--- src/rtl/pfc_pkg.sv ---
// ----------------------------------------------------------------------------
// pfc_pkg: shared definitions for the Playfair digraph cipher
// Op codes, letter codes, square size and the controller/datapath bundles.
// ----------------------------------------------------------------------------
package pfc_pkg;

  // item ops
  localparam logic [2:0] OP_KEY_START  = 3'd0;
  localparam logic [2:0] OP_KEY_LETTER = 3'd1;
  localparam logic [2:0] OP_KEY_FINISH = 3'd2;
  localparam logic [2:0] OP_ENCRYPT    = 3'd3;
  localparam logic [2:0] OP_DECRYPT    = 3'd4;

  // letter codes, A=0 .. Z=25
  localparam logic [4:0] CODE_I = 5'd8;
  localparam logic [4:0] CODE_J = 5'd9;
  localparam logic [4:0] CODE_X = 5'd23;
  localparam logic [4:0] CODE_Y = 5'd24;
  localparam logic [4:0] CODE_Z = 5'd25;

  localparam int CELLS   = 25;
  localparam int LETTERS = 26;
  localparam logic [4:0] SQUARE_FULL = 5'd25;

  // controller -> datapath
  typedef struct packed {
    logic load_item;
    logic clear_key;
    logic place_item;
    logic fill_start;
    logic fill_step;
    logic plan;
    logic read_pos;
    logic read_cell;
    logic emit_first;
    logic emit_second;
    logic next_pair;
  } pfc_cmd_t;

  // datapath -> controller
  typedef struct packed {
    logic [2:0] op;
    logic       code_ok;
    logic       key_ready;
    logic       walk_last;
    logic       has_pair;
    logic       more_pair;
    logic       out_free;
  } pfc_status_t;

endpackage

--- src/rtl/pfc_ctrl.sv ---
// ----------------------------------------------------------------------------
// pfc_ctrl: sequencer for the Playfair cipher
// Takes one word at a time, walks key fill and pair substitution steps.
// ----------------------------------------------------------------------------
module pfc_ctrl (
  input  logic                 clk,
  input  logic                 rst,
  input  logic                 item_valid,
  input  pfc_pkg::pfc_status_t status,
  output logic                 item_stall,
  output pfc_pkg::pfc_cmd_t    cmd
);
  import pfc_pkg::*;

  localparam logic [2:0] S_IDLE   = 3'd0;
  localparam logic [2:0] S_DECODE = 3'd1;
  localparam logic [2:0] S_FILL   = 3'd2;
  localparam logic [2:0] S_POS    = 3'd3;
  localparam logic [2:0] S_CELL   = 3'd4;
  localparam logic [2:0] S_OUT0   = 3'd5;
  localparam logic [2:0] S_OUT1   = 3'd6;

  logic [2:0] state;
  logic [2:0] state_next;

  always_comb begin
    cmd        = '0;
    state_next = state;
    case (state)
      S_IDLE: begin
        if (item_valid) begin
          cmd.load_item = 1'b1;
          state_next    = S_DECODE;
        end
      end
      S_DECODE: begin
        state_next = S_IDLE;
        case (status.op)
          OP_KEY_START: cmd.clear_key = 1'b1;
          OP_KEY_LETTER: cmd.place_item = !status.key_ready;
          OP_KEY_FINISH: begin
            cmd.fill_start = 1'b1;
            state_next     = S_FILL;
          end
          OP_ENCRYPT, OP_DECRYPT: begin
            if (status.key_ready && status.code_ok) begin
              cmd.plan = 1'b1;
              if (status.has_pair) state_next = S_POS;
            end
          end
          default: ;
        endcase
      end
      S_FILL: begin
        cmd.fill_step = 1'b1;
        if (status.walk_last) state_next = S_IDLE;
      end
      S_POS: begin
        cmd.read_pos = 1'b1;
        state_next   = S_CELL;
      end
      S_CELL: begin
        cmd.read_cell = 1'b1;
        state_next    = S_OUT0;
      end
      S_OUT0: begin
        if (status.out_free) begin
          cmd.emit_first = 1'b1;
          state_next     = S_OUT1;
        end
      end
      S_OUT1: begin
        if (status.out_free) begin
          cmd.emit_second = 1'b1;
          if (status.more_pair) begin
            cmd.next_pair = 1'b1;
            state_next    = S_POS;
          end else begin
            state_next = S_IDLE;
          end
        end
      end
      default: state_next = S_IDLE;
    endcase
  end

  always_ff @(posedge clk) begin
    if (rst) begin
      state <= S_IDLE;
    end else begin
      state <= state_next;
    end
  end

  assign item_stall = (state != S_IDLE);

`ifndef SYNTHESIS
  // a substitution always runs position read, then cell read
  a_pos_then_cell: assert property (@(posedge clk) disable iff (rst)
    cmd.read_pos |=> cmd.read_cell)
    else $error("cell read did not follow position read");

  // a word is taken only while idle
  a_load_idle: assert property (@(posedge clk) disable iff (rst)
    cmd.load_item |=> (state == S_DECODE))
    else $error("load outside idle");

  // the first letter of a pair is not followed directly by a position read or a word load
  a_emit_order: assert property (@(posedge clk) disable iff (rst)
    cmd.emit_first |=> !cmd.read_pos && !cmd.load_item)
    else $error("emit order broken");
`endif

endmodule

--- src/rtl/pfc_datapath.sv ---
// ----------------------------------------------------------------------------
// pfc_datapath: key square, letter positions, pairing state and output word
// Holds the square memories and performs one substitution step per command.
// ----------------------------------------------------------------------------
module pfc_datapath (
  input  logic                 clk,
  input  logic                 rst,
  input  pfc_pkg::pfc_cmd_t    cmd,
  input  logic [2:0]           op,
  input  logic [4:0]           letter,
  input  logic                 final_letter,
  input  logic                 result_stall,
  output pfc_pkg::pfc_status_t status,
  output logic                 result_valid,
  output logic [4:0]           out_letter,
  output logic                 run_end,
  output logic                 message_end
);
  import pfc_pkg::*;

  // row/col split of a cell index 0..24
  function automatic logic [2:0] row_of(input logic [4:0] pos);
    logic [2:0] r;
    if (pos >= 5'd20)      r = 3'd4;
    else if (pos >= 5'd15) r = 3'd3;
    else if (pos >= 5'd10) r = 3'd2;
    else if (pos >= 5'd5)  r = 3'd1;
    else                   r = 3'd0;
    return r;
  endfunction

  function automatic logic [4:0] cell_of(input logic [2:0] r, input logic [2:0] c);
    return {r, 2'b00} + {2'b00, r} + {2'b00, c};
  endfunction

  function automatic logic [2:0] col_of(input logic [4:0] pos);
    logic [2:0] r;
    r = row_of(pos);
    return 3'(pos - cell_of(r, 3'd0));
  endfunction

  function automatic logic [2:0] step5(input logic [2:0] v, input logic fwd);
    logic [2:0] s;
    if (fwd) s = (v == 3'd4) ? 3'd0 : v + 3'd1;
    else     s = (v == 3'd0) ? 3'd4 : v - 3'd1;
    return s;
  endfunction

  function automatic logic [4:0] filler(input logic [4:0] code);
    return (code == CODE_X) ? CODE_Y : CODE_X;
  endfunction

  // item
  logic [2:0] item_op;
  logic [4:0] item_code;
  logic       item_fin;

  // key state
  logic [4:0]         key_square [CELLS];
  logic [4:0]         letter_position [LETTERS];
  logic [LETTERS-1:0] used;
  logic [4:0]         fill_count;
  logic               key_ready;
  logic [4:0]         walk_code;

  // stream state
  logic [4:0] prev_letter;
  logic       prev_valid;
  logic [4:0] pending_letter;
  logic       pending_valid;

  // pair in flight
  logic [4:0] pair_a;
  logic [4:0] pair_b;
  logic       pair_enc;
  logic       more_pair;
  logic [4:0] pa;
  logic [4:0] pb;
  logic [4:0] qa;
  logic [4:0] qb;

  // place step
  logic [4:0] place_code;
  logic       place_en;

  assign place_code = cmd.fill_step ? walk_code : item_code;
  assign place_en   = (cmd.place_item || (cmd.fill_step && walk_code != CODE_J))
                      && (place_code <= CODE_Z) && !used[place_code]
                      && (fill_count < SQUARE_FULL);

  // pair planning for a stream letter
  logic       enc;
  logic       dup;
  logic [4:0] fcode;
  logic       plan_has_pair;
  logic       plan_second;
  logic [4:0] plan_a;
  logic [4:0] plan_b;
  logic       pending_valid_next;

  always_comb begin
    enc   = (item_op == OP_ENCRYPT);
    dup   = prev_valid && (prev_letter == item_code);
    fcode = filler(item_code);
    plan_second = 1'b0;
    if (enc) begin
      plan_has_pair      = dup || pending_valid || item_fin;
      plan_second        = dup && pending_valid && item_fin;
      pending_valid_next = !item_fin && (dup == pending_valid);
      if (dup && pending_valid) begin
        plan_a = pending_letter;
        plan_b = fcode;
      end else if (dup) begin
        plan_a = fcode;
        plan_b = item_code;
      end else if (pending_valid) begin
        plan_a = pending_letter;
        plan_b = item_code;
      end else begin
        plan_a = item_code;
        plan_b = fcode;
      end
    end else begin
      plan_has_pair      = pending_valid;
      pending_valid_next = !item_fin && !pending_valid;
      plan_a             = pending_letter;
      plan_b             = item_code;
    end
  end

  // item and control registers
  always_ff @(posedge clk) begin
    if (rst) begin
      used           <= '0;
      fill_count     <= '0;
      key_ready      <= 1'b0;
      prev_letter    <= '0;
      prev_valid     <= 1'b0;
      pending_letter <= '0;
      pending_valid  <= 1'b0;
      more_pair      <= 1'b0;
    end else begin
      if (cmd.clear_key) begin
        used          <= '0;
        fill_count    <= '0;
        key_ready     <= 1'b0;
        prev_valid    <= 1'b0;
        pending_valid <= 1'b0;
      end
      if (place_en) begin
        used[place_code] <= 1'b1;
        fill_count       <= fill_count + 5'd1;
      end
      if (cmd.fill_step && walk_code == CODE_Z) key_ready <= 1'b1;
      if (cmd.plan) begin
        pending_valid <= pending_valid_next;
        if (pending_valid_next) pending_letter <= item_code;
        if (enc) begin
          prev_letter <= item_code;
          prev_valid  <= !item_fin;
        end else if (item_fin) begin
          prev_valid <= 1'b0;
        end
        more_pair <= plan_second;
      end
      if (cmd.next_pair) more_pair <= 1'b0;
    end
  end

  // payload registers
  always_ff @(posedge clk) begin
    if (cmd.load_item) begin
      item_op   <= op;
      item_code <= (letter == CODE_J) ? CODE_I : letter;
      item_fin  <= final_letter;
    end
    if (cmd.fill_start) walk_code <= '0;
    else if (cmd.fill_step) walk_code <= walk_code + 5'd1;
    if (cmd.plan) begin
      pair_a   <= plan_a;
      pair_b   <= plan_b;
      pair_enc <= enc;
    end else if (cmd.next_pair) begin
      pair_a <= item_code;
      pair_b <= fcode;
    end
  end

  // letter position memory
  always_ff @(posedge clk) begin
    if (place_en) letter_position[place_code] <= fill_count;
    if (cmd.read_pos) begin
      pa <= letter_position[pair_a];
      pb <= letter_position[pair_b];
    end
  end

  // substitution cells
  logic [2:0] ra, ca, rb, cb;
  logic [4:0] cell_a, cell_b;

  always_comb begin
    ra = row_of(pa);
    ca = col_of(pa);
    rb = row_of(pb);
    cb = col_of(pb);
    if (ra == rb) begin
      cell_a = cell_of(ra, step5(ca, pair_enc));
      cell_b = cell_of(rb, step5(cb, pair_enc));
    end else if (ca == cb) begin
      cell_a = cell_of(step5(ra, pair_enc), ca);
      cell_b = cell_of(step5(rb, pair_enc), cb);
    end else begin
      cell_a = cell_of(ra, cb);
      cell_b = cell_of(rb, ca);
    end
  end

  // key square memory
  always_ff @(posedge clk) begin
    if (place_en) key_square[fill_count] <= place_code;
    if (cmd.read_cell) begin
      qa <= key_square[cell_a];
      qb <= key_square[cell_b];
    end
  end

  // output word register
  always_ff @(posedge clk) begin
    if (rst) begin
      result_valid <= 1'b0;
    end else if (cmd.emit_first || cmd.emit_second) begin
      result_valid <= 1'b1;
    end else if (!result_stall) begin
      result_valid <= 1'b0;
    end
  end

  always_ff @(posedge clk) begin
    if (cmd.emit_first) begin
      out_letter  <= qa;
      run_end     <= 1'b0;
      message_end <= 1'b0;
    end else if (cmd.emit_second) begin
      out_letter  <= qb;
      run_end     <= !more_pair;
      message_end <= !more_pair && item_fin;
    end
  end

  always_comb begin
    status.op        = item_op;
    status.code_ok   = (item_code <= CODE_Z);
    status.key_ready = key_ready;
    status.walk_last = (walk_code == CODE_Z);
    status.has_pair  = plan_has_pair;
    status.more_pair = more_pair;
    status.out_free  = !result_valid || !result_stall;
  end

`ifndef SYNTHESIS
  a_fill_bound: assert property (@(posedge clk) disable iff (rst)
    fill_count <= SQUARE_FULL)
    else $error("fill count past square size");

  a_ready_full: assert property (@(posedge clk) disable iff (rst)
    key_ready |-> (fill_count == SQUARE_FULL))
    else $error("square ready but not full");

  a_pending_ready: assert property (@(posedge clk) disable iff (rst)
    pending_valid |-> key_ready)
    else $error("open pair without a ready square");

  a_emit_free: assert property (@(posedge clk) disable iff (rst)
    (cmd.emit_first || cmd.emit_second) |-> (!result_valid || !result_stall))
    else $error("output word overwritten while stalled");
`endif

endmodule

--- src/rtl/playfair_digraph_cipher.sv ---
// ----------------------------------------------------------------------------
// playfair_digraph_cipher: Playfair 5x5 key square build, encrypt and decrypt
// Key start/letter words are applied at decode; key finish walks all 26 letter
// codes to fill the square. A stream letter completes no pair, one pair or two,
// and waits on result stall; each square memory reads both pair addresses in the
// same cycle; the output register holds one letter at a time. The first letter
// passes decode, position and cell reads. Sync reset clears key and pairing state.
// ----------------------------------------------------------------------------
module playfair_digraph_cipher (
  input  logic       clk,
  input  logic       rst,
  // input words
  input  logic       item_valid,
  output logic       item_stall,
  input  logic [2:0] op,
  input  logic [4:0] letter,
  input  logic       final_letter,
  // result words
  output logic       result_valid,
  input  logic       result_stall,
  output logic [4:0] out_letter,
  output logic       run_end,
  output logic       message_end
);
  import pfc_pkg::*;

  // Controller and datapath talk only through these two bundles.
  pfc_cmd_t    cmd;
  pfc_status_t status;

  // Sequencer: idle -> decode -> (fill walk | position read -> cell read ->
  // two output letters, repeated once when a padded pair follows).
  pfc_ctrl u_ctrl (
    .clk        (clk),
    .rst        (rst),
    .item_valid (item_valid),
    .status     (status),
    .item_stall (item_stall),
    .cmd        (cmd)
  );

  // Square memories, pairing state and the registered output word. The
  // output register lets a finished letter wait while the next pair reads.
  pfc_datapath u_datapath (
    .clk          (clk),
    .rst          (rst),
    .cmd          (cmd),
    .op           (op),
    .letter       (letter),
    .final_letter (final_letter),
    .result_stall (result_stall),
    .status       (status),
    .result_valid (result_valid),
    .out_letter   (out_letter),
    .run_end      (run_end),
    .message_end  (message_end)
  );

endmodule
--- config.mk ---
export PLATFORM = sky130hd
export DESIGN_NAME = playfair_digraph_cipher
export DESIGN_NICKNAME = d
export VERILOG_FILES = /design/src/rtl/pfc_pkg.sv /design/src/rtl/pfc_ctrl.sv /design/src/rtl/pfc_datapath.sv /design/src/rtl/playfair_digraph_cipher.sv
export SDC_FILE = /design/constraint.sdc
export NUM_CORES = 1
export LEC_CHECK = 0
export BUFFER_PORTS_ARGS = -buffer_cell sky130_fd_sc_hd__buf_2
export CAP_MARGIN = 40
export CORE_MARGIN = 1
export CORE_UTILIZATION = 40
export CTS_CLUSTER_DIAMETER = 150
export DETAILED_ROUTE_END_ITERATION = 12
export GPL_TIMING_DRIVEN = 0
export PLACE_DENSITY_LB_ADDON = 0.12
export RECOVER_POWER = 25
export SKIP_LAST_GASP = 1
export SLEW_MARGIN = 20
export SYNTH_ARGS = -nofsm -noshare
export SYNTH_HDL_FRONTEND = slang
export SYNTH_SLANG_ARGS = --single-unit
--- constraint.sdc ---
create_clock -name clk -period 7 [get_ports clk]
set_input_delay 1.4 -clock clk [delete_from_list [all_inputs] [get_ports clk]]
set_output_delay 1.4 -clock clk [all_outputs]
set_load 0.01 [all_outputs]
## Yosys cells after proc, flatten, opt, wreduce, memory -nomap -nowiden

Memory sizes are Yosys's and may differ from the RTL's. A register that Yosys moved wholly into a read port is not among the register bits.
Cells that the tools add are included.

| word-level totals | value |
|---|---|
| memories kept | 2 |
| register bits after elaboration | 81 |
| bits in writable memories | 255 |
| input port bits | 13 |

| operators by class | value |
|---|---|
| bitwise logic cells | 1 |
| reduce and logical (&&, ||, !) cells | 42 |
| add/subtract/negate cells | 22 |
| equality and inequality tests | 27 |
| multiplexer cells | 95 |
| magnitude comparators | 13 |

Memory list:

| name | words | bits a word | read ports | clocked after memory_dff | wr ports | line | text |
|---|---|---|---|---|---|---|---|
| u_datapath.letter_position | 26 | 5 | 2 | 2 | 1 | pfc_datapath.sv:60 | `logic [4:0] letter_position [LETTERS];` |
| u_datapath.key_square | 25 | 5 | 2 | 2 | 1 | pfc_datapath.sv:59 | `logic [4:0] key_square [CELLS];` |

Operators by type and width:

| kind | count |
|---|---|
| $mux 5 | 21 |
| $mux 3 | 29 |
| $mux 26 | 3 |
| $add 5x3->5 | 10 |
| $mux 1 | 32 |
| $or 26x26->26 | 1 |
| $eq 3x3->1 const B | 8 |
| $pmux 3 s7 | 1 |
| $ge 5x4->1 const B | 4 |
| $logic_not 3->1 | 6 |
| $logic_and 1x1->1 | 13 |
| $add 3x1->3 const B | 4 |
| $eq 3x2->1 const B | 4 |
| $sub 3x1->3 const B | 4 |
| $add 5x1->5 const B | 2 |
| $eq 5x5->1 const B | 2 |
| $ge 5x3->1 const B | 2 |
| $ge 5x5->1 const B | 2 |
| $le 5x5->1 const B | 2 |
| $mux 2 | 5 |
| $reduce_bool 2->1 | 5 |
| $ne 2x2->1 const B | 4 |
| $logic_not 1->1 | 7 |
| $eq 3x1->1 const B | 2 |
| 19 further kinds | 27 |

## Depth between registers and ports, before layout

Gate-level depths: netlist of run 1.

| depth | value |
|---|---|
| depth in word-level cells | 14 |
| depth in mapped cells | 26 |
| depth with buffers taken out | 23 |

## By module

A second synthesis of run 1 with hierarchy kept.

| second synthesis, totals | value |
|---|---|
| cell total of the unflattened synthesis | 1416 |
| area total of the unflattened synthesis | 18704.2 sq um |

Modules (own cells, without submodules):

| module | instances | cells an instance | area an instance (sq um) | sequential area each (sq um) |
|---|---|---|---|---|
| pfc_datapath | 1 | 1363 | 18332.6 | 10069.7 |
| pfc_ctrl | 1 | 53 | 371.6 | 60.1 |

## Worst setup path before layout of run 1

OpenSTA, ideal clock, no wires.

| path | value |
|---|---|
| path type | reg-to-reg |
| from | reg u_datapath.pb[1] (read register of u_datapath.letter_position) |
| to | reg u_datapath.qb[3] (read register of u_datapath.key_square) (data pin) |
| period minus slack after synthesis | 5.001 ns |
| library setup time | 0.266 ns |
| slack | 1.999 ns |
| buffers on the path | 4 |
| arrival | 4.735 ns |
| cell stages (with the launch flop) | 26 |
| data required time | 6.734 ns |
| cells stage by stage | edfxtp_1 maj3_2 a221o_1 nand2_1 inv_1 ha_1 inv_1 fa_1 a21o_1 and2_1 clkbuf_1 inv_1 ha_1 or2_2 a21oi_1 ha_1 fa_1 nand2b_1 and2_1 buf_4 buf_6 buf_4 mux2i_1 mux2i_1 o41ai_1 nor4b_1 |

| between the ends | value |
|---|---|
| longest elaborated chain between the ends | 14 |

Ends and longest elaborated chain:

| what | line | text |
|---|---|---|
| start, declared | pfc_datapath.sv:78 | `logic [4:0] pb;` |
| branches (longest 13 deep; another with $ge 5x3->1) | - |  |
| $mux 5 (*) | pfc_datapath.sv:207 | `if (ra == rb) begin` |
| end, declared | pfc_datapath.sv:80 | `logic [4:0] qb;` |

Mark *: on every way between the ends. The select of a mux whose other input is x is not followed.
A chain may end at the register's enable or synchronous reset.

## Worst setup path in the final report of run 1

| path | value |
|---|---|
| from | reg u_datapath.pb[2] (read register of u_datapath.letter_position) |
| to | reg u_datapath.qb[0] (read register of u_datapath.key_square) (data pin) |

Same word-level chain as after synthesis.

==> metrics, run 1 <==
outcome=completed; Worst EP required=7.27 ns; Syn Std Cell Area=0.01863 mm²; NetSw=1.037 mW; Synth-to-Final Area Change=12.74%; clock buffer depth=3; core area=0.04567 mm²; Slew @ Worst Pin=1.194 ns; final hold slack=0.4825 ns; Hold WC Path Type=flop to flop; share of flip-flops with an asynchronous set or reset=0; CTS Hold Bufs=0; DR iter-0 viols=1167; Worst EP arrival=6.76 ns; antenna fix cells=0; final setup violation count=0; power density cells=222.5 mW/mm²; Switching Fraction=0.2217; vias per inst=5.835; syn nets=1535; routed len/inst=24.00 µm; Yosys Warn Count=0; layout cell share with drive strength beyond 1=0.1749; TritonCTS Sinks=356; Syn Inst Count=1469; Worst-path clk slew=0.06 ns; pin count of the biggest net entering global routing=33; Max-Cap Viols=0; FP Rows=78; Port Buffers=20; final hold violations=0; antenna violations before repair=0; Die Y=217.8 µm; vias in the first global route=12727; peak supply drop=0.2270 mV; Final min period=6.496 ns; CP Class=flop to flop; number of synthesized flops with an enable pin=300; Initial DRT Pass Iterations=7; Setup crit start kind=flop; first-pass GRT wire length=79140 µm; worst path cell trace=o21ai_0, nand2_1, inv_1, ha_1, inv_1, fa_1, nand3_1, and2_1, clkbuf_1, inv_1, ha_1, or2_2, a21oi_1, ha_1, fa_1, nand2b_1, and2_1, buf_4, buf_6, buf_4, nand2_1, o221ai_1, nor4_1, nor4_1; Setup Buffers After CTS=0; Clk network pwr share=0.465; CP Max Fanout=10; Rel. slew slack=0.2027; maximum clock rate=154.0 MHz; internal power=3.638 mW; syn avg cell area=12.68 µm²; overall power=4.674 mW; Synth top area share=0.4835; clk_lat worst skew=0.57 ns; sequential area share after synthesis=0.5437; clock root buffer=clkbuf_16; Reg power frac=0.495; antenna viol nets, final=0; starting density of the core=0.4079; Die W=217.8 µm; drt drc=0; total routed wirelength=52280 µm; crit path max-delay cell type=nor4_1; Resize count post-CTS=0; largest cells by area after synthesis=edfxtp_1 48%, mux4_2 8.8%, dfxtp_1 6.0%, mux2i_1 3.9%, ha_1 2.9%; GRT Overall Usage=0.2235; crit path capture type=flop; H-tree levels=2; CTS buffer count=39; gr ovfl total=0; setup TNS=0 ns; fin nets=1613; final worst-path cycle share=0.9279; Worst Clk Skew=0.02265 ns; Via Count=12708; Die Footprint=0.04745 mm²; area leader, netlist=edfxtp_1; TritonCTS clock tree=yes; io pins=22; hpwl dp=38100 µm; synth unique cells=87; most common flop cell mapped by yosys=edfxtp_1; flop and latch count out of synthesis=356; slowest stage delay, CP=0.69 ns; Logic pwr share=0.040; Leak Pwr=7.403 nW; Max Slew Vio Count=0; unrepaired setup endpoints after global routing=no; RePlAce Congestion=0.8988
## synthesized netlist by cell type, types with 11 or more instances
cell type,n
dfxtp_1,56
o21ai_0,26
a21o_1,11
mux4_2,73
nor2_1,117
buf_2,13
edfxtp_1,300
nand4_1,11
clkbuf_1,54
a211oi_1,22
inv_1,59
nand3_1,18
a21oi_1,97
a221oi_1,14
xnor2_1,13
a22oi_1,21
nor2b_1,16
ha_1,43
a22o_1,20
mux2i_1,72
mux2_2,34
nand2_1,126
nor3_1,26
## final cells by class
type	instances	area (µm²)
Inverter	61	229.0
Multi-Input combinational cell	962	7836
Clock buffer	45	1018
Fill cell	4180	24670
Timing Repair Buffer	37	272.8
Sequential cell	356	10130
Clock inverter	27	330.3
Tap cell	600	750.7
Buffer	90	437.9
## metal layers
layer | vias up | wire (µm) | global-route usage
met5 | - | 0 | 0
met4 | 0 | 1707 | 0.07832
met3 | 112 | 3145 | 0.04031
met2 | 419 | 24680 | 0.3644
met1 | 6372 | 22750 | 0.2987
li1 | 5805 | - | -
## cell families (layout without fill, tap and decap cells)
| logic type | Yosys count | in the layout | share of synthesized area |
|---|---|---|---|
| adders and majority gates | 54 | 54 | 0.04023 |
| and+or+nand+nor | 400 | 400 | 0.1038 |
| DFF | 356 | 356 | 0.5437 |
| AOI/OAI and AO/OA | 302 | 302 | 0.1155 |
| buffers and inverters | 151 | 260 | 0.03573 |
| xor gates and xnor gates | 23 | 23 | 0.01081 |
| muxes | 183 | 183 | 0.1503 |
## path summary, 6_finish.rpt
| kind | to | cells past startpoint | slack, ns | startpoint |
|---|---|---|---|---|
| max | u_datapath.qb[0]$_DFFE_PP_ | 24 | 0.50 | u_datapath.pb[2]$_DFFE_PN_ |
| min | u_datapath.used[0]$_SDFF_PP0_ | 1 | 0.48 | u_datapath.used[0]$_SDFF_PP0_ |
| max reg2reg | u_datapath.qb[0]$_DFFE_PP_ | 24 | 0.50 | u_datapath.pb[2]$_DFFE_PN_ |
| min reg2reg | u_datapath.used[0]$_SDFF_PP0_ | 1 | 0.48 | u_datapath.used[0]$_SDFF_PP0_ |
## through the flow
step | utilization | instances | cell area [µm²] | setup slack (ns)
floorplan | - | 1469 | 18630 | 1.999
global placement | 0.4266 | 2089 | 19480 | 0.6065
detailed placement | 0.4312 | 2104 | 19690 | 0.5464
CTS | 0.4607 | 2176 | 21040 | 0.5005
global route | 0.4599 | 2178 | 21010 | 0.1654
finish | 0.4599 | 2178 | 21010 | 0.5044
## registers in the layout, indices dropped and copies added, names as in the netlist, 3 cells and up
signal	cells
u_datapath.letter_position	130
u_datapath.key_square	125
u_datapath.used	26
u_datapath.fill_count	5
u_datapath.item_code	5
u_datapath.out_letter	5
u_datapath.pa	5
u_datapath.pair_a	5
u_datapath.pair_b	5
u_datapath.pb	5
u_datapath.pending_letter	5
u_datapath.prev_letter	5
u_datapath.qa	5
u_datapath.qb	5
u_datapath.walk_code	5
u_ctrl.state	3
u_datapath.item_op	3
## worst max-delay path: cells and delay by family, from the launching register on
kind	cells	cell delay (ns)
simple gates	9	2.11
fa+ha+maj	5	1.36
buf+inv	7	1.19
compound gates	3	1.04
flops	1	0.48
## placed cells by master (no fill, tap or decap), types with 11 or more instances in the layout
cell / count
a211oi_1: 22
o21ai_0: 26
dfxtp_1: 56
edfxtp_1: 300
nand3_1: 18
nor2_1: 117
xnor2_1: 13
nor2b_1: 16
nand2_1: 126
buf_2: 34
clkbuf_1: 63
ha_1: 43
a221oi_1: 14
buf_6: 13
nand4_1: 11
inv_1: 58
clkbuf_16: 39
mux2i_1: 72
a22oi_1: 21
a21o_1: 11
nor3_1: 26
a21oi_1: 97
mux2_2: 34
mux4_2: 73
a22o_1: 20
## power groups by stage
stage | Combinational, mW | Clock, mW | Sequential [mW]
after floorplan | 0.116 | 0 | 2.35
after global placement | 0.177 | 0 | 2.36
after detailed placement | 0.187 | 0 | 2.36
after CTS | 0.187 | 2.21 | 2.31
after global routing | 0.203 | 2.29 | 2.31
final | 0.188 | 2.17 | 2.31
No activity file was read; power rests on OpenSTA's default activity.
==> run 2, diff against run 1 <==
--- a/config.mk
+++ b/config.mk
@@ -9,6 +9,7 @@
 export CAP_MARGIN = 40
 export CORE_MARGIN = 1
 export CORE_UTILIZATION = 40
+export CTS_BUF_LIST = sky130_fd_sc_hd__clkbuf_8
 export CTS_CLUSTER_DIAMETER = 150
 export DETAILED_ROUTE_END_ITERATION = 12
 export GPL_TIMING_DRIVEN = 0
==> run 2 against run 1 <==
Compared with the run above:
- first-iteration DRC count shrank 9.9%
- power shrank 10%
- die area is the same
- combinational power is essentially flat
- via count is essentially flat
- hold slack lost 0.0027 ns
- critical path type unchanged
- largest cell class unchanged
==> metrics, run 2 (synthesis gave the netlist of run 1 again) <==
outcome=completed; antenna viol nets, final=0 (unchanged); routed len/inst=23.57 µm (-1.8%); final setup violation count=0 (unchanged); Slew @ Worst Pin=1.241 ns (+0.04629 ns); worst path cell trace=o21ai_0, nand2_1, inv_1, ha_1, inv_1, fa_1, nand3_1, and2_1, clkbuf_1, inv_1, ha_1, or2_2, a21oi_1, ha_1, fa_1, nand2b_1, and2_1, buf_4, buf_6, buf_4, nand2_1, o221ai_1, nor4_1, nor4_1; pin count of the biggest net entering global routing=33 (unchanged); met2 usage=0.3626 (-0.001805); Rel. slew slack=0.1718 (-0.03090); Synth-to-Final Area Change=11.30%; Die W=217.8 µm (unchanged); total routed wirelength=52220 µm (-0.12%); FP Rows=78 (unchanged); clock root buffer=clkbuf_8; CTS Hold Bufs=0 (unchanged); RePlAce Congestion=0.8988 (unchanged); Biggest register=u_datapath.letter_position; worst reg2reg path startpoint=u_datapath.pb[2]$_DFFE_PN_; slowest stage delay, CP=0.69 ns (about the same); first-pass GRT wire length=79110 µm (about the same); met3 layer usage reported by global route=0.04365 (+0.003347); most frequent cells in the layout=300 x edfxtp_1, 126 x nand2_1, 117 x nor2_1; TritonCTS Sinks=356 (unchanged); Max-Cap Viols=0 (unchanged); antenna fix cells=0 (unchanged); Initial DRT Pass Iterations=6 (-1); Setup crit start kind=flop; Via Count=12714 (+0.047%); final worst-path cycle share=0.9190 (-0.008899); Die Y=217.8 µm (unchanged); top flop regs=u_datapath.letter_position x130, u_datapath.key_square x125, u_datapath.used x26; Worst-path clk slew=0.06 ns (about the same); hpwl dp=38100 µm (unchanged); Worst Clk Skew=0.02992 ns (+0.007269 ns); Port Buffers=20 (unchanged); gr ovfl total=0 (unchanged); Leak Pwr=7.375 nW (-0.37%); commonest non-fill, non-tap cell in the layout=edfxtp_1; peak supply drop=0.1458 mV (-36%); core area=0.04567 mm² (unchanged); footprint of the multi-input gates=0.007836 mm² (unchanged); Worst Setup SP=u_datapath.pb[2]$_DFFE_PN_; clk_lat worst skew=0.66 ns (+0.09 ns); vias per inst=5.740 (-1.6%); layout cell share with drive strength beyond 1=0.1789 (+0.004042); fin nets=1633 (+1.2%); crit path capture type=flop; io pins=22 (unchanged); Setup Buffers After CTS=0 (unchanged); Final min period=6.433 ns (-0.06229 ns); crit path max-delay cell type=nor4_1; DR iter-0 viols=1052 (-9.9%); hold_sp=u_datapath.used[22]$_SDFF_PP0_; GR Util met1=0.2953 (-0.003336); Worst EP arrival=6.81 ns (+0.05 ns); Max Slew Vio Count=0 (unchanged); unrepaired setup endpoints after global routing=no; CP Max Fanout=10 (unchanged); clock buffer depth=3 (unchanged); CTS buffer count=59 (+51%); Largest register FFs=130 (unchanged); Worst EP required=7.37 ns (+0.10 ns); Fillers=4246 (+1.6%); TritonCTS clock tree=yes; CP Class=flop to flop; Hold WC Path Type=flop to flop; Die Footprint=0.04745 mm² (unchanged); antenna violations before repair=0 (unchanged); drt drc=0 (unchanged); GR peak layer=met2; H-tree levels=2 (unchanged); setup TNS=0 ns (unchanged); Storage cell area=0.01013 mm² (unchanged); GRT Overall Usage=0.2242 (+0.0007591); Resize count post-CTS=0 (unchanged); vias in the first global route=12856 (+1.0%); power density cells=202.9 mW/mm² (-8.8%); starting density of the core=0.4079 (unchanged); overall power=4.208 mW (-10%); maximum clock rate=155.4 MHz (+0.97%); final hold violations=0 (unchanged)
[run 2: worst paths after layout]
path,cells past startpoint,slack [ns],endpoint
setup / recovery,24,0.57,u_datapath.qb[0]$_DFFE_PP_
hold / removal,1,0.48,u_datapath.used[22]$_SDFF_PP0_
setup reg to reg,24,0.57,u_datapath.qb[0]$_DFFE_PP_
hold reg to reg,1,0.48,u_datapath.used[22]$_SDFF_PP0_
[run 2: metal layers]
metal  up-vias  share of wire
met2       415           0.47
li1       5858              -
met3       120          0.058
met4         0          0.036
met1      6321           0.44
met5         -              0
[run 2: worst max-delay path, delay by kind of cell, from the launching register on]
kind,cells,cell delay [ns]
AO/OA/AOI/OAI,3,1.03
adder cells (fa/ha/maj),5,1.36
buffers and inverters,7,1.17
flip-flops,1,0.48
AND/OR/NAND/NOR,9,2.09
[run 2: area by class of cell]
type                            instances  share of cell area
Sequential cell                       356              0.4885
Multi-Input combinational cell        962              0.3779
Clock buffer                           62             0.04115
Tap cell                              600             0.03620
Buffer                                 90             0.02112
Timing Repair Buffer                   37             0.01315
Inverter                               61             0.01104
Clock inverter                         47             0.01092
[run 2: through the flow]
step / area, µm² / setup slack [ns] / std cells / hold slack (ns) / utilization
2_1_floorplan: 18630 / 1.999 / 1469 / 0.4439 / -
3_3_place_gp: 19480 / 0.6065 / 2089 / 0.4579 / 0.4266
3_5_place_dp: 19690 / 0.5464 / 2104 / 0.4640 / 0.4312
4_1_cts: 20770 / 0.5229 / 2213 / 0.4796 / 0.4548
5_1_grt: 20740 / 0.1889 / 2215 / 0.4957 / 0.4540
6_report: 20740 / 0.5667 / 2215 / 0.4798 / 0.4540
[run 2: power breakdown]
part / switching, mW / internal [mW] / leakage, nW
Combinational: 0.127 / 0.0608 / 3.57
Sequential: 0.0141 / 2.30 / 3.18
Clock: 0.850 / 0.856 / 0.626
Total: 0.991 / 3.22 / 7.38
==> run 3, diff against run 2 <==
==> constraint.sdc (replaced) <==
create_clock -name clk -period 5.3 [get_ports clk]
set_input_delay 1.06 -clock clk [delete_from_list [all_inputs] [get_ports clk]]
set_output_delay 1.06 -clock clk [all_outputs]
set_load 0.01 [all_outputs]
==> run 3 against run 2 <==
Compared with the run above:
- first-iteration DRC count decreased by 5.9%
- sequential share of layout area decreased by 1.3 points
- cell count is 0.99% higher
- global-route usage grew 0.21 points
- utilization is 1.2 points higher
- wire length grew 1.4%
- non-clock buffer count grew 22
- die area is the same
- critical path type unchanged
==> metrics, run 3 (synthesis gave the netlist of run 1 again) <==
layout cell share with drive strength beyond 1=0.2297 (+0.05074); Worst Clk Skew=0.02286 ns (-0.007058 ns); clk_lat worst skew=0.66 ns (about the same); crit path setup slack, layout=0.1471 ns (-0.4197 ns); Worst-path clk slew=0.06 ns (about the same); Reg-to-Reg End=u_datapath.qa[2]$_DFFE_PP_; CP Class=flop to flop; maximum clock rate=194.1 MHz (+25%); vias per inst=5.766 (+0.45%); post-route insts no fill=2237 (+0.99%); Reg2Reg Depth=21 (-13%); CTS buffer count=59 (unchanged); Worst EP required=5.74 ns (-1.63 ns); slowest stage delay, CP=0.54 ns (-0.15 ns); clock buffer depth=3 (unchanged); fin nets=1655 (+1.3%); R2R setup slack=0.15 ns (-0.42 ns); worst reg2reg path startpoint=u_datapath.pa[1]$_DFFE_PN_; core area=0.04567 mm² (unchanged); total routed wirelength=52940 µm (+1.4%); Final min period=5.153 ns (-1.280 ns); outcome=completed; most frequent cells in the layout=300 x edfxtp_1, 118 x nand2_1, 114 x nor2_1; Critical Path Most Common Cell=inv_1; Synth-to-Final Area Change=14.31%; Placed Cells=2104 (unchanged); Via Count=12898 (+1.4%); final worst-path cycle share=0.9723 (+0.05321); routed len/inst=23.67 µm (+0.39%); vias in the first global route=13016 (+1.2%); Initial DRT Pass Iterations=5 (-1); Largest register FFs=130 (unchanged); final hold violations=0 (unchanged); antenna fix cells=0 (unchanged); Max Slew Vio Count=0 (unchanged); RePlAce Congestion=0.8988 (unchanged); Max-Cap Viols=0 (unchanged); antenna viol nets, final=0 (unchanged); crit path capture type=flop; Slew @ Worst Pin=1.228 ns (-0.01289 ns); TritonCTS clock tree=yes; Worst Setup SP=u_datapath.pa[1]$_DFFE_PN_; CP Max Fanout=10 (unchanged); CTS Hold Bufs=0 (unchanged); Leak Pwr=7.593 nW (+3.0%); peak supply drop=0.1926 mV (+32%); TritonCTS Sinks=356 (unchanged); clock root buffer=clkbuf_8; gr ovfl total=0 (unchanged); FP Rows=78 (unchanged); starting density of the core=0.4079 (unchanged); first-pass GRT wire length=79870 µm (+0.97%); H-tree levels=2 (unchanged); Rel. slew slack=0.1804 (+0.008602); power density cells=261.9 mW/mm² (+29%); DP Worst Slack=-1.154 ns (-1.700 ns); final setup violation count=0 (unchanged); commonest non-fill, non-tap cell in the layout=edfxtp_1; Biggest register=u_datapath.letter_position; DR iter-0 viols=990 (-5.9%); crit path max-delay cell type=fa_1; Die Footprint=0.04745 mm² (unchanged); pin count of the biggest net entering global routing=33 (unchanged); Port Buffers=20 (unchanged); placed standard-cell area=0.01969 mm² (unchanged); worst path cell trace=nor2_1, o21ai_0, a221o_2, nand2_1, inv_2, ha_1, inv_1, fa_2, inv_1, o21a_1, nor2_4, inv_1, fa_1, fa_1, mux2_4, a21o_1, buf_4, buf_6, a221oi_1, nor3_2, nor4_2; hpwl dp=38100 µm (unchanged); Hold WC Path Type=flop to flop; capture point of the worst path=u_datapath.qa[2]$_DFFE_PP_; GRT Overall Usage=0.2263 (+0.002112); Die Y=217.8 µm (unchanged); Worst EP arrival=5.60 ns (-1.21 ns); post-route cell area=0.02130 mm² (+2.7%); drt drc=0 (unchanged); top flop regs=u_datapath.letter_position x130, u_datapath.key_square x125, u_datapath.used x26; Setup crit start kind=flop; antenna violations before repair=0 (unchanged); Die W=217.8 µm (unchanged); io pins=22 (unchanged)
run 3: cell count changes in the layout (fill, tap and decap cells not counted), sizes merged:
cell / change
buf: +24
clkbuf: -2
run 3: worst max-delay path: cells and delay by family, from the launching register on:
| kind | cells | cell delay [ns] |
|---|---|---|
| DFF | 1 | 0.43 |
| AOI/OAI and AO/OA | 5 | 1.11 |
| buffers and inverters | 6 | 0.70 |
| adders and majority gates | 4 | 1.46 |
| muxes | 1 | 0.32 |
| and+or+nand+nor | 5 | 0.93 |
run 3: worst min path at each step:
stage / endpoint / slack [ns] / depth (start not counted) / startpoint
2_1_floorplan: u_datapath.used[12]$_SDFF_PP0_ / 0.44 / 1 / u_datapath.used[12]$_SDFF_PP0_
3_3_place_gp: u_datapath.used[15]$_SDFF_PP0_ / 0.46 / 1 / u_datapath.used[15]$_SDFF_PP0_
3_5_place_dp: u_datapath.used[12]$_SDFF_PP0_ / 0.46 / 1 / u_datapath.used[12]$_SDFF_PP0_
4_1_cts: u_datapath.used[15]$_SDFF_PP0_ / 0.48 / 1 / u_datapath.used[15]$_SDFF_PP0_
5_1_grt: u_datapath.used[22]$_SDFF_PP0_ / 0.50 / 1 / u_datapath.used[22]$_SDFF_PP0_
6_report: u_datapath.used[22]$_SDFF_PP0_ / 0.48 / 1 / u_datapath.used[22]$_SDFF_PP0_
run 3: metal layers:
| metal | vias up | wire length [µm] | track usage |
|---|---|---|---|
| li1 | 5897 | - | - |
| met1 | 6421 | 22470 | 0.2963 |
| met2 | 450 | 24930 | 0.3663 |
| met3 | 130 | 3532 | 0.04505 |
| met4 | 0 | 2009 | 0.09417 |
| met5 | - | 0 | 0 |
run 3: report_power, final:
group | internal (mW) | total [mW] | switching, mW
Combinational | 0.0872 | 0.261 | 0.174
Clock | 1.13 | 2.26 | 1.13
Sequential | 3.04 | 3.06 | 0.0187
Total | 4.26 | 5.58 | 1.32
run 3: area by class of cell:
class | instances | area, µm²
Timing Repair Buffer | 61 | 467.9
Sequential cell | 356 | 10130
Inverter | 61 | 229.0
Fill cell | 4199 | 24380
Buffer | 88 | 459.2
Clock inverter | 47 | 226.5
Clock buffer | 62 | 853.3
Multi-Input combinational cell | 962 | 8182
Tap cell | 600 | 750.7
run 3: stage by stage:
step	power [mW]	util	hold slack (ns)	TNS, ns
4_1_cts	5.622	0.4630	0.4796	-0.03801
5_1_grt	5.763	0.4663	0.4957	-0.05346
3_5_place_dp	3.362	0.4312	0.4640	-8.936
6_report	5.579	0.4663	0.4791	0
3_3_place_gp	3.351	0.4266	0.4579	-46.82
2_1_floorplan	3.263	-	0.4439	0
run 3: repair_timing:
action,CTS,global route
gates resized for setup,62,36
pin swaps,13,17
gates cloned,0,0
setup endpoints to repair,10,10
setup buffers,13,12
